**src/rtl/nid_pkg.sv**
```systemverilog
// Package for the normalized image difference block.
// Holds the sequencer state type, register indexes and fixed widths.
// No dependencies.
package nid_pkg;

   localparam int MAX_DIMENSION_DEFAULT = 4096;
   localparam int FRACTION_BITS_DEFAULT = 16;

   localparam int SUM_BITS  = 40;
   localparam int SUM_HALF  = 20;
   localparam int TOL_BITS  = 14;
   localparam int X_BITS    = SUM_BITS + TOL_BITS;
   localparam int CFG_BITS  = 14;
   localparam int DIM_PORT_BITS = 13;
   localparam int PERCENT_SCALE = 10000;

   localparam logic [1:0] REG_WIDTH     = 2'd0;
   localparam logic [1:0] REG_HEIGHT    = 2'd1;
   localparam logic [1:0] REG_ALPHA     = 2'd2;
   localparam logic [1:0] REG_TOLERANCE = 2'd3;

   typedef enum logic [3:0] {
      ST_IDLE,
      ST_LOAD,
      ST_RATIO,
      ST_SQUARE,
      ST_ACCUM_SQ,
      ST_ROOT,
      ST_LEVEL,
      ST_PIX_MUL,
      ST_PIX_LOAD,
      ST_XLO_MUL,
      ST_XLO_ADD,
      ST_XHI_MUL,
      ST_XHI_ADD,
      ST_REPORT_DIV,
      ST_FINISH
   } state_type;

endpackage

```
**src/rtl/normalized_image_difference.sv**
```systemverilog
// Normalized RGBA image difference: one pixel pair in, one grey level out, with
// an image summary on the final pixel. Depends on nid_pkg.
//
// Each item takes a pixel pair and produces one result item. The divides and the
// square root share one subtractor (restoring divide and square root, one bit a
// cycle), and the products one registered multiplier, under a sequencer; the block
// stalls its input while an item is in work. With alpha, a fourth channel is added.
// The final pixel also computes the pixel count and the scaled sum, and runs the
// report divide. A finished result waits in an output register, so the next item
// may enter while it is not yet taken; the sequencer holds only when a second
// result is ready while the first is still stalled. Configuration writes are
// always ready.
module normalized_image_difference #(
   parameter int MAX_DIMENSION          = nid_pkg::MAX_DIMENSION_DEFAULT,
   parameter int DISTANCE_FRACTION_BITS = nid_pkg::FRACTION_BITS_DEFAULT
) (
   input  logic        clock,
   input  logic        reset,
   input  logic        req_valid,
   output logic        req_stall,
   input  logic [7:0]  req_actual_red,
   input  logic [7:0]  req_actual_green,
   input  logic [7:0]  req_actual_blue,
   input  logic [7:0]  req_actual_alpha,
   input  logic [7:0]  req_base_red,
   input  logic [7:0]  req_base_green,
   input  logic [7:0]  req_base_blue,
   input  logic [7:0]  req_base_alpha,
   input  logic        req_final_pixel,
   output logic        rsp_valid,
   input  logic        rsp_stall,
   output logic [7:0]  rsp_diff_level,
   output logic        rsp_report_valid,
   output logic [13:0] rsp_difference_hundredths,
   output logic        rsp_failed,
   input  logic        csr_valid,
   output logic        csr_ready,
   input  logic [1:0]  csr_index,
   input  logic [13:0] csr_data
);

   localparam int F        = DISTANCE_FRACTION_BITS;
   localparam int DIM_BITS = $clog2(MAX_DIMENSION + 1);
   localparam int PW       = $clog2(MAX_DIMENSION * MAX_DIMENSION + 1);
   localparam int DW       = PW + F;
   localparam int QW       = nid_pkg::X_BITS;
   localparam int SW       = 2 * F + 3;
   localparam int RB       = (SW + 1) / 2;
   localparam int MW0      = (F + 1 > DIM_BITS) ? F + 1 : DIM_BITS;
   localparam int MW       = (MW0 > nid_pkg::SUM_HALF) ? MW0 : nid_pkg::SUM_HALF;
   localparam int SUBW     = (DW + 1 > SW) ? DW + 1 : SW;
   localparam int CW       = $clog2(QW + 1);
   localparam int LW       = F + 9;
   localparam int SB       = nid_pkg::SUM_BITS;
   localparam int TB       = nid_pkg::TOL_BITS;

   nid_pkg::state_type state_ff, state_in;

   // Configuration registers.
   logic [12:0] width_ff, height_ff;
   logic        alpha_ff;
   logic [TB-1:0] tol_ff;

   // Captured pixel pair.
   logic [7:0] act_ff [4];
   logic [7:0] base_ff [4];
   logic       final_ff;
   logic [1:0] ch_ff;

   // Shared unit and sequencer data.
   logic [CW-1:0]   cnt_ff;
   logic [QW-1:0]   quo_ff;
   logic [DW-1:0]   rem_ff, div_ff;
   logic [2*MW-1:0] prod_ff;
   logic [SW-1:0]   s_ff, v_ff, res_ff, bit_ff;
   logic [SB-1:0]   sum_ff;
   logic [QW-1:0]   x_ff;
   logic [PW-1:0]   pix_ff;
   logic [7:0]      level_ff;

   // Output register.
   logic          rsp_valid_ff;
   logic [7:0]    rsp_level_ff;
   logic          rsp_report_ff;
   logic [TB-1:0] rsp_hund_ff;
   logic          rsp_failed_ff;

   logic req_accept;
   logic last_ch;
   logic out_free;

   // Shared subtractor.
   logic [SUBW-1:0] sub_a, sub_b;
   logic [SUBW:0]   sub_diff;
   logic            sub_borrow;

   // Shared multiplier.
   logic [MW-1:0] mul_a, mul_b;

   logic [7:0] cur_a, cur_b, cur_d, cur_m;
   logic [F:0] distance;
   logic [LW-1:0] dist255;
   logic [SB:0]   sum_add;
   logic [12:0]   cw_raw, chh_raw;
   logic [DIM_BITS-1:0] w_clamp, h_clamp;
   logic          pass, round_up;
   logic [TB-1:0] hund;

   assign req_accept = req_valid && !req_stall;
   assign out_free   = !rsp_valid_ff || !rsp_stall;
   assign last_ch    = (ch_ff == 2'd3) || (ch_ff == 2'd2 && !alpha_ff);

   assign cur_a = act_ff[ch_ff];
   assign cur_b = base_ff[ch_ff];
   assign cur_d = (cur_a >= cur_b) ? cur_a - cur_b : cur_b - cur_a;
   assign cur_m = cur_b[7] ? cur_b : 8'd255 - cur_b;

   assign distance = res_ff[F+1:1];
   assign dist255  = {distance, 8'b0} - LW'(distance);
   assign sum_add  = {1'b0, sum_ff} + (SB + 1)'(distance);

   // Dimensions: zero counts as one, oversize clamps to the maximum.
   always_comb begin
      cw_raw  = width_ff;
      chh_raw = height_ff;
      if (width_ff == 13'd0) begin
         w_clamp = DIM_BITS'(1);
      end else if (32'(width_ff) > 32'(MAX_DIMENSION)) begin
         w_clamp = DIM_BITS'(MAX_DIMENSION);
      end else begin
         w_clamp = DIM_BITS'(cw_raw);
      end
      if (height_ff == 13'd0) begin
         h_clamp = DIM_BITS'(1);
      end else if (32'(height_ff) > 32'(MAX_DIMENSION)) begin
         h_clamp = DIM_BITS'(MAX_DIMENSION);
      end else begin
         h_clamp = DIM_BITS'(chh_raw);
      end
   end

   // Operand selection for the shared subtractor.
   always_comb begin
      if (state_ff == nid_pkg::ST_ROOT) begin
         sub_a = SUBW'(v_ff);
         sub_b = SUBW'(res_ff + bit_ff);
      end else begin
         sub_a = SUBW'({rem_ff, quo_ff[QW-1]});
         sub_b = SUBW'(div_ff);
      end
      sub_diff   = {1'b0, sub_a} - {1'b0, sub_b};
      sub_borrow = sub_diff[SUBW];
   end

   // Operand selection for the shared multiplier.
   always_comb begin
      case (state_ff)
         nid_pkg::ST_PIX_MUL: begin
            mul_a = MW'(w_clamp);
            mul_b = MW'(h_clamp);
         end
         nid_pkg::ST_XLO_MUL: begin
            mul_a = MW'(sum_ff[nid_pkg::SUM_HALF-1:0]);
            mul_b = MW'(nid_pkg::PERCENT_SCALE);
         end
         nid_pkg::ST_XHI_MUL: begin
            mul_a = MW'(sum_ff[SB-1:nid_pkg::SUM_HALF]);
            mul_b = MW'(nid_pkg::PERCENT_SCALE);
         end
         default: begin
            mul_a = MW'(quo_ff[F:0]);
            mul_b = MW'(quo_ff[F:0]);
         end
      endcase
   end

   // Summary: round half up, saturate at full scale, at least one when failing.
   always_comb begin
      pass     = (quo_ff < QW'(tol_ff)) || (quo_ff == QW'(tol_ff) && rem_ff == '0);
      round_up = {rem_ff, 1'b0} >= {1'b0, div_ff};
      if (quo_ff >= QW'(nid_pkg::PERCENT_SCALE)) begin
         hund = TB'(nid_pkg::PERCENT_SCALE);
      end else begin
         hund = TB'(quo_ff) + TB'(round_up);
      end
      if (hund == '0) begin
         hund = TB'(1);
      end
   end

   // Next state.
   always_comb begin
      state_in = state_ff;
      case (state_ff)
         nid_pkg::ST_IDLE:     if (req_accept) state_in = nid_pkg::ST_LOAD;
         nid_pkg::ST_LOAD:     state_in = nid_pkg::ST_RATIO;
         nid_pkg::ST_RATIO:    if (cnt_ff == CW'(1)) state_in = nid_pkg::ST_SQUARE;
         nid_pkg::ST_SQUARE:   state_in = nid_pkg::ST_ACCUM_SQ;
         nid_pkg::ST_ACCUM_SQ: state_in = last_ch ? nid_pkg::ST_ROOT : nid_pkg::ST_LOAD;
         nid_pkg::ST_ROOT:     if (cnt_ff == CW'(1)) state_in = nid_pkg::ST_LEVEL;
         nid_pkg::ST_LEVEL:    state_in = final_ff ? nid_pkg::ST_PIX_MUL : nid_pkg::ST_FINISH;
         nid_pkg::ST_PIX_MUL:  state_in = nid_pkg::ST_PIX_LOAD;
         nid_pkg::ST_PIX_LOAD: state_in = nid_pkg::ST_XLO_MUL;
         nid_pkg::ST_XLO_MUL:  state_in = nid_pkg::ST_XLO_ADD;
         nid_pkg::ST_XLO_ADD:  state_in = nid_pkg::ST_XHI_MUL;
         nid_pkg::ST_XHI_MUL:  state_in = nid_pkg::ST_XHI_ADD;
         nid_pkg::ST_XHI_ADD:  state_in = nid_pkg::ST_REPORT_DIV;
         nid_pkg::ST_REPORT_DIV: if (cnt_ff == CW'(1)) state_in = nid_pkg::ST_FINISH;
         nid_pkg::ST_FINISH:   if (out_free) state_in = nid_pkg::ST_IDLE;
         default:              state_in = nid_pkg::ST_IDLE;
      endcase
   end

   // Handshake outputs.
   always_comb begin
      req_stall = (state_ff != nid_pkg::ST_IDLE);
      csr_ready = 1'b1;
   end

   always_ff @(posedge clock) begin
      if (reset) begin
         state_ff     <= nid_pkg::ST_IDLE;
         width_ff     <= 13'd1;
         height_ff    <= 13'd1;
         alpha_ff     <= 1'b0;
         tol_ff       <= '0;
         sum_ff       <= '0;
         rsp_valid_ff <= 1'b0;
      end else begin
         state_ff <= state_in;
         if (csr_valid && csr_ready) begin
            case (csr_index)
               nid_pkg::REG_WIDTH:     width_ff  <= csr_data[12:0];
               nid_pkg::REG_HEIGHT:    height_ff <= csr_data[12:0];
               nid_pkg::REG_ALPHA:     alpha_ff  <= csr_data[0];
               nid_pkg::REG_TOLERANCE: tol_ff    <= csr_data[TB-1:0];
               default: ;
            endcase
         end
         if (state_ff == nid_pkg::ST_FINISH && out_free) begin
            rsp_valid_ff <= 1'b1;
            if (final_ff) begin
               sum_ff <= '0;
            end
         end else if (rsp_valid_ff && !rsp_stall) begin
            rsp_valid_ff <= 1'b0;
         end
         if (state_ff == nid_pkg::ST_LEVEL && dist255 >= (LW'(1) << F)) begin
            sum_ff <= sum_add[SB] ? {SB{1'b1}} : sum_add[SB-1:0];
         end
      end
   end

   // Datapath registers.
   always_ff @(posedge clock) begin
      case (state_ff)
         nid_pkg::ST_IDLE: begin
            if (req_accept) begin
               act_ff[0]  <= req_actual_red;
               act_ff[1]  <= req_actual_green;
               act_ff[2]  <= req_actual_blue;
               act_ff[3]  <= req_actual_alpha;
               base_ff[0] <= req_base_red;
               base_ff[1] <= req_base_green;
               base_ff[2] <= req_base_blue;
               base_ff[3] <= req_base_alpha;
               final_ff   <= req_final_pixel;
               ch_ff      <= 2'd0;
               s_ff       <= '0;
            end
         end
         nid_pkg::ST_LOAD: begin
            quo_ff <= QW'(cur_d) << (QW - 8);
            rem_ff <= '0;
            div_ff <= DW'(cur_m);
            cnt_ff <= CW'(8 + F);
         end
         nid_pkg::ST_RATIO, nid_pkg::ST_REPORT_DIV: begin
            cnt_ff <= cnt_ff - CW'(1);
            if (!sub_borrow) begin
               rem_ff <= DW'(sub_diff);
               quo_ff <= {quo_ff[QW-2:0], 1'b1};
            end else begin
               rem_ff <= DW'({rem_ff, quo_ff[QW-1]});
               quo_ff <= {quo_ff[QW-2:0], 1'b0};
            end
         end
         nid_pkg::ST_SQUARE: begin
            prod_ff <= mul_a * mul_b;
         end
         nid_pkg::ST_ACCUM_SQ: begin
            ch_ff <= ch_ff + 2'd1;
            s_ff  <= s_ff + SW'(prod_ff);
            // The root starts at the highest even bit of the sum's width.
            v_ff   <= s_ff + SW'(prod_ff);
            res_ff <= '0;
            bit_ff <= SW'(1) << (2 * RB - 2);
            cnt_ff <= CW'(RB);
         end
         nid_pkg::ST_ROOT: begin
            cnt_ff <= cnt_ff - CW'(1);
            bit_ff <= bit_ff >> 2;
            if (!sub_borrow) begin
               v_ff   <= SW'(sub_diff);
               res_ff <= (res_ff >> 1) + bit_ff;
            end else begin
               res_ff <= res_ff >> 1;
            end
         end
         nid_pkg::ST_LEVEL: begin
            level_ff <= ((dist255 >> F) > LW'(255)) ? 8'd255 : 8'(dist255 >> F);
         end
         nid_pkg::ST_PIX_MUL, nid_pkg::ST_XLO_MUL, nid_pkg::ST_XHI_MUL: begin
            prod_ff <= mul_a * mul_b;
         end
         nid_pkg::ST_PIX_LOAD: begin
            pix_ff <= PW'(prod_ff);
         end
         nid_pkg::ST_XLO_ADD: begin
            x_ff <= QW'(prod_ff);
         end
         nid_pkg::ST_XHI_ADD: begin
            quo_ff <= x_ff + QW'({prod_ff, {nid_pkg::SUM_HALF{1'b0}}});
            rem_ff <= '0;
            div_ff <= DW'(pix_ff) << F;
            cnt_ff <= CW'(QW);
         end
         nid_pkg::ST_FINISH: begin
            if (out_free) begin
               rsp_level_ff  <= level_ff;
               rsp_report_ff <= final_ff;
               rsp_hund_ff   <= (final_ff && !pass) ? hund : '0;
               rsp_failed_ff <= final_ff && !pass;
            end
         end
         default: ;
      endcase
   end

   assign rsp_valid                 = rsp_valid_ff;
   assign rsp_diff_level            = rsp_level_ff;
   assign rsp_report_valid          = rsp_report_ff;
   assign rsp_difference_hundredths = rsp_hund_ff;
   assign rsp_failed                = rsp_failed_ff;

   // A failing report always carries a nonzero difference.
   a_fail_nonzero: assert property (@(posedge clock) disable iff (reset)
      rsp_valid && rsp_failed |-> rsp_report_valid && rsp_difference_hundredths != '0)
      else $error("failed report with zero difference");

   // An accepted item always starts the first channel divide.
   a_start: assert property (@(posedge clock) disable iff (reset)
      req_accept |=> state_ff == nid_pkg::ST_LOAD)
      else $error("accepted item did not start");

   // The output register is only loaded when it is free.
   a_no_overwrite: assert property (@(posedge clock) disable iff (reset)
      rsp_valid && rsp_stall |=> rsp_valid && $stable(rsp_diff_level))
      else $error("pending result overwritten");

   // The distance sum is cleared once the summary leaves.
   a_sum_clear: assert property (@(posedge clock) disable iff (reset)
      state_ff == nid_pkg::ST_FINISH && out_free && final_ff |=> sum_ff == '0)
      else $error("distance sum not cleared after final pixel");

endmodule
```
**config.mk**
```make
export PLATFORM = sky130hd
export DESIGN_NAME = normalized_image_difference
export DESIGN_NICKNAME = d
export VERILOG_FILES = /design/src/rtl/nid_pkg.sv /design/src/rtl/normalized_image_difference.sv
export SDC_FILE = /design/constraint.sdc
export NUM_CORES = 2
export LEC_CHECK = 0
export BUFFER_PORTS_ARGS = -buffer_cell sky130_fd_sc_hd__buf_2
export CAP_MARGIN = 20
export CORE_MARGIN = 2
export CORE_UTILIZATION = 50
export DETAILED_ROUTE_END_ITERATION = 7
export GPL_TIMING_DRIVEN = 0
export PLACE_DENSITY_LB_ADDON = 0.15
export REMOVE_ABC_BUFFERS = 1
export SETUP_SLACK_MARGIN = 0.3
export SLEW_MARGIN = 0
export SYNTH_ARGS = -nofsm -noshare
export SYNTH_HDL_FRONTEND = slang
export SYNTH_SLANG_ARGS = --single-unit
```
**constraint.sdc**
```tcl
create_clock -name clock -period 10.85 [get_ports clock]
set_input_delay 1.6275 -clock clock [delete_from_list [all_inputs] [get_ports clock]]
set_output_delay 1.6275 -clock clock [all_outputs]
set_load 0.02 [all_outputs]
```
==> results by group <==
Synth
  • Synthesized instance count: 4557
  • Post-synth EDFFs: 461
  • Area fraction of the dominant cell type after synthesis: 31.9%
  • Largest area contributor in the netlist: edfxtp_1
  • Ys async rst share: 0%
  • Seq/Total Area, Yosys: 35.9%
  • Post-Syn Area: 0.0434 mm^2
  • Top cells by area, synth: edfxtp_1, fa_1, ha_1, nand2_1, inv_1
  • Synth unique cells: 87
  • Primary FF master, synth: edfxtp_1
  • Syn Area/Cell: 9.53 um^2
  • Ys Warns: 0
  • Synthesized flop and latch total: 549

Clock network
  • Buffers inserted by post-CTS timing repair: 0
  • CTS H-tree depth: 2
  • Hold buffers post-CTS: 0
  • Clock root buffer: clkbuf_16
  • Post-cts resize count: 0
  • CTS buffer count: 61
  • Bufs on Longest Clock Path: 3
  • CTS clk-pin slew, worst paths: 0.07 ns
  • Clock sink count: 549
  • CTS tree: done
  • Clock Latency Late Sink: 0.65 ns

Worst setup path
  • CP peak stage delay: 0.89 ns
  • R2R setup slack: 1.08 ns
  • CP max FO: 22
  • CP Capture Type: flop
  • Startpoint types: flop
  • CP required: 11.23 ns
  • Reg2reg start: state_ff[3]$_SDFFE_PP0P_
  • Worst path most repeated cell: fa_1
  • WP data arrival: 10.15 ns
  • Critical path class: reg2reg
  • Reg-to-reg endpoint: prod_ff[35]$_DFFE_PP_
  • CP max stage cell: dfxtp_1
  • Worst R2R Path Depth: 29

Layout
  • Sequential cell area: 0.0156 mm^2
  • Layout area overhead: 10.6%
  • Multi-input gate area: 0.0255 mm^2
  • Fill cells: 7777
  • Final #Nets: 5350
  • Final non-filler cell total: 5852
  • Util after Layout: 55.5%
  • Layout cell share with drive strength beyond 1: 7.35%

STA
  • Minimum clock period: 9.77 ns
  • Highest Clock Rate: 0.102 GHz
  • Unrepaired setup endpoints after global routing: false
  • Max_slew headroom: 25.2%
  • Final WS setup: 1.08 ns
  • Max-slew violations: 0
  • Final worst-path cycle share: 90.0%
  • Final setup violation count: 0
  • Clk_skew: 0.0336 ns
  • Tightest Pin Transition: 1.12 ns
  • Final hold violation count: 0

Global routing
  • Total track usage: 28.4%
  • GR Util met1: 39.2%
  • Number of global-route vias before repair: 33400
  • First-pass GRT wire length: 195 mm
  • Grt peak-use layer: met2
  • GRT Residual Overflow: 0
  • GR Util met2: 46.6%
  • Antenna violations before repair: 12
  • Largest net degree at the start of global routing: 80
  • Met3 GRT Util: 3.25%

Placed design
  • GP Congestion: 0.909
  • Final HPWL DP: 96.0 mm
  • Post-Place Setup Slack: 1.28 ns
  • Inst Count DP: 5736
  • Port buffer count: 111

Route
  • Detailed-route via count: 33900
  • DR WL/cell: 21.5 um
  • DRT antenna net count: 0
  • Drt total wl: 126 mm
  • Remaining DRCs: 0
  • DR vias/cell: 5.80
  • 1st-iter DRT viols: 3033
  • DRT Pass-1 Iters: 6

Worst hold path
  • Hold_sp: prod_ff[38]$_DFFE_PP_
  • Hold crit path type: reg2reg
  • Hold Path Stages: 0
  • Hold endpoint: x_ff[38]$_DFFE_PP_

Floorplan
  • Die area: 0.0892 mm^2
  • Core area: 0.0865 mm^2
  • Initial Util: 50.2%
  • Die H: 299 um
  • I/O Pins: 113
  • Horiz. Die Dim: 299 um
  • Rows: 108

Run status
  • Status: complete, no violations

Run
  • Number of max-cap violations: 0
registers in the layout, summed over array words and instances (netlist names), 33 cells and up, named ones only:
| name | flops |
|---|---|
| quo_ff | 54 |
| rem_ff | 41 |
| prod_ff | 40 |
| sum_ff | 40 |
| x_ff | 40 |
| res_ff | 35 |
| s_ff | 35 |
| v_ff | 35 |
| div_ff | 33 |
routing by layer:
layer | up-vias | routed length [um]
li1 | 15900 | -
met1 | 16600 | 54100
met2 | 1200 | 58600
met3 | 228 | 8590
met4 | 4 | 4550
met5 | - | 27
stage by stage:
| step | hold WS, ns | TNS (ns) | area, um^2 |
|---|---|---|---|
| floorplan | 0.400 | 0 | 42900 |
| global placement | 0.400 | -661.27 | 44900 |
| detailed placement | 0.405 | 0 | 45900 |
| CTS | 0.421 | 0 | 48000 |
| global route | 0.433 | 0 | 48000 |
| finish | 0.422 | 0 | 48000 |
kinds of logic (layout without fill, tap and decap cells):
group,Yosys count,count (layout),synth area share (%)
AND/OR/NAND/NOR,1440,1440,15.1
other,2,39,0.0173
buffers and inverters,693,796,6.09
AO/OA/AOI/OAI,992,992,14.4
multiplexers,32,32,1.22
flip-flops,549,549,35.9
adder cells (fa/ha/maj),620,620,22.6
XOR/XNOR,229,229,4.62
placed cells by master (no fill, tap or decap), types with 21 or more instances in the layout:
master	Yosys	final
nand2_1	701	701
inv_1	521	520
edfxtp_1	461	461
ha_1	344	344
a21oi_1	333	327
fa_1	276	276
nor2_1	261	257
o21ai_0	214	213
xnor2_1	139	139
buf_2	17	111
xor2_1	90	90
dfxtp_1	88	88
and2_1	85	85
a21o_1	84	84
clkbuf_16	0	62
nand3_1	61	61
and3_1	55	54
nor2b_1	48	47
nor3_1	50	47
a31oi_1	46	46
nand2b_1	40	40
a22o_1	38	38
conb_1	2	38
a211oi_1	37	37
o21a_1	35	35
nand4_1	33	33
nor4_1	32	32
o21bai_1	23	23
o211ai_1	21	21
layout make-up:
type | instances | share of cell area (%)
antenna | 1 | 0.00521
clock buffer | 71 | 3.32
clock inverter | 44 | 1.16
inverter | 524 | 4.11
multi-input combinational | 3351 | 53.0
sequential | 549 | 32.5
tap | 1155 | 3.01
timing repair buffer | 157 | 2.88
worst max path at each step:
stage	startpoint	to	slack (ns)	cells past startpoint
finish	state_ff[3]$_SDFFE_PP0P_	prod_ff[35]$_DFFE_PP_	1.08	29
global route	state_ff[3]$_SDFFE_PP0P_	prod_ff[35]$_DFFE_PP_	0.65	29
CTS	state_ff[3]$_SDFFE_PP0P_	prod_ff[35]$_DFFE_PP_	1.22	29
detailed placement	state_ff[3]$_SDFFE_PP0P_	prod_ff[35]$_DFFE_PP_	1.28	29
global placement	state_ff[0]$_SDFFE_PP0P_	v_ff[34]$_DFFE_PP_	-9.21	14
floorplan	state_ff[0]$_SDFFE_PP0P_	v_ff[0]$_DFFE_PP_	0.20	15
worst max-delay path, delay by kind of cell (launching register included):
family | cells | cell delay (ns)
adder cells (fa/ha/maj) | 7 | 3.56
AO/OA/AOI/OAI | 9 | 2.51
AND/OR/NAND/NOR | 5 | 1.60
flip-flops | 1 | 0.89
buffers and inverters | 7 | 0.83
XOR/XNOR | 1 | 0.09
cell usage after synthesis, drive strengths merged (11+ instances only):
| cell type | n |
|---|---|
| a221oi | 14 |
| and2 | 85 |
| nor3 | 52 |
| nor2 | 264 |
| nand2 | 701 |
| and3 | 55 |
| a21o | 84 |
| edfxtp | 461 |
| or2 | 14 |
| a22oi | 17 |
| fa | 276 |
| o21bai | 23 |
| buf | 33 |
| a311oi | 16 |
| a211oi | 39 |
| a21boi | 14 |
| a31oi | 47 |
| o21a | 35 |
| a22o | 38 |
| o21ai | 219 |
| nand3b | 12 |
| xor2 | 90 |
| nand2b | 40 |
| o31ai | 12 |
| mux4 | 16 |
| nor4 | 32 |
| nand3 | 62 |
| nor2b | 48 |
| nand4 | 33 |
| or3 | 15 |
| a21oi | 335 |
| o211ai | 21 |
| ha | 344 |
| a31o | 11 |
| clkbuf | 136 |
| inv | 524 |
| dfxtp | 88 |
| xnor2 | 139 |
Power is left out: the tool's default activity adds up to more than one toggle a clock period on the data nets, which glitch-free logic cannot reach.
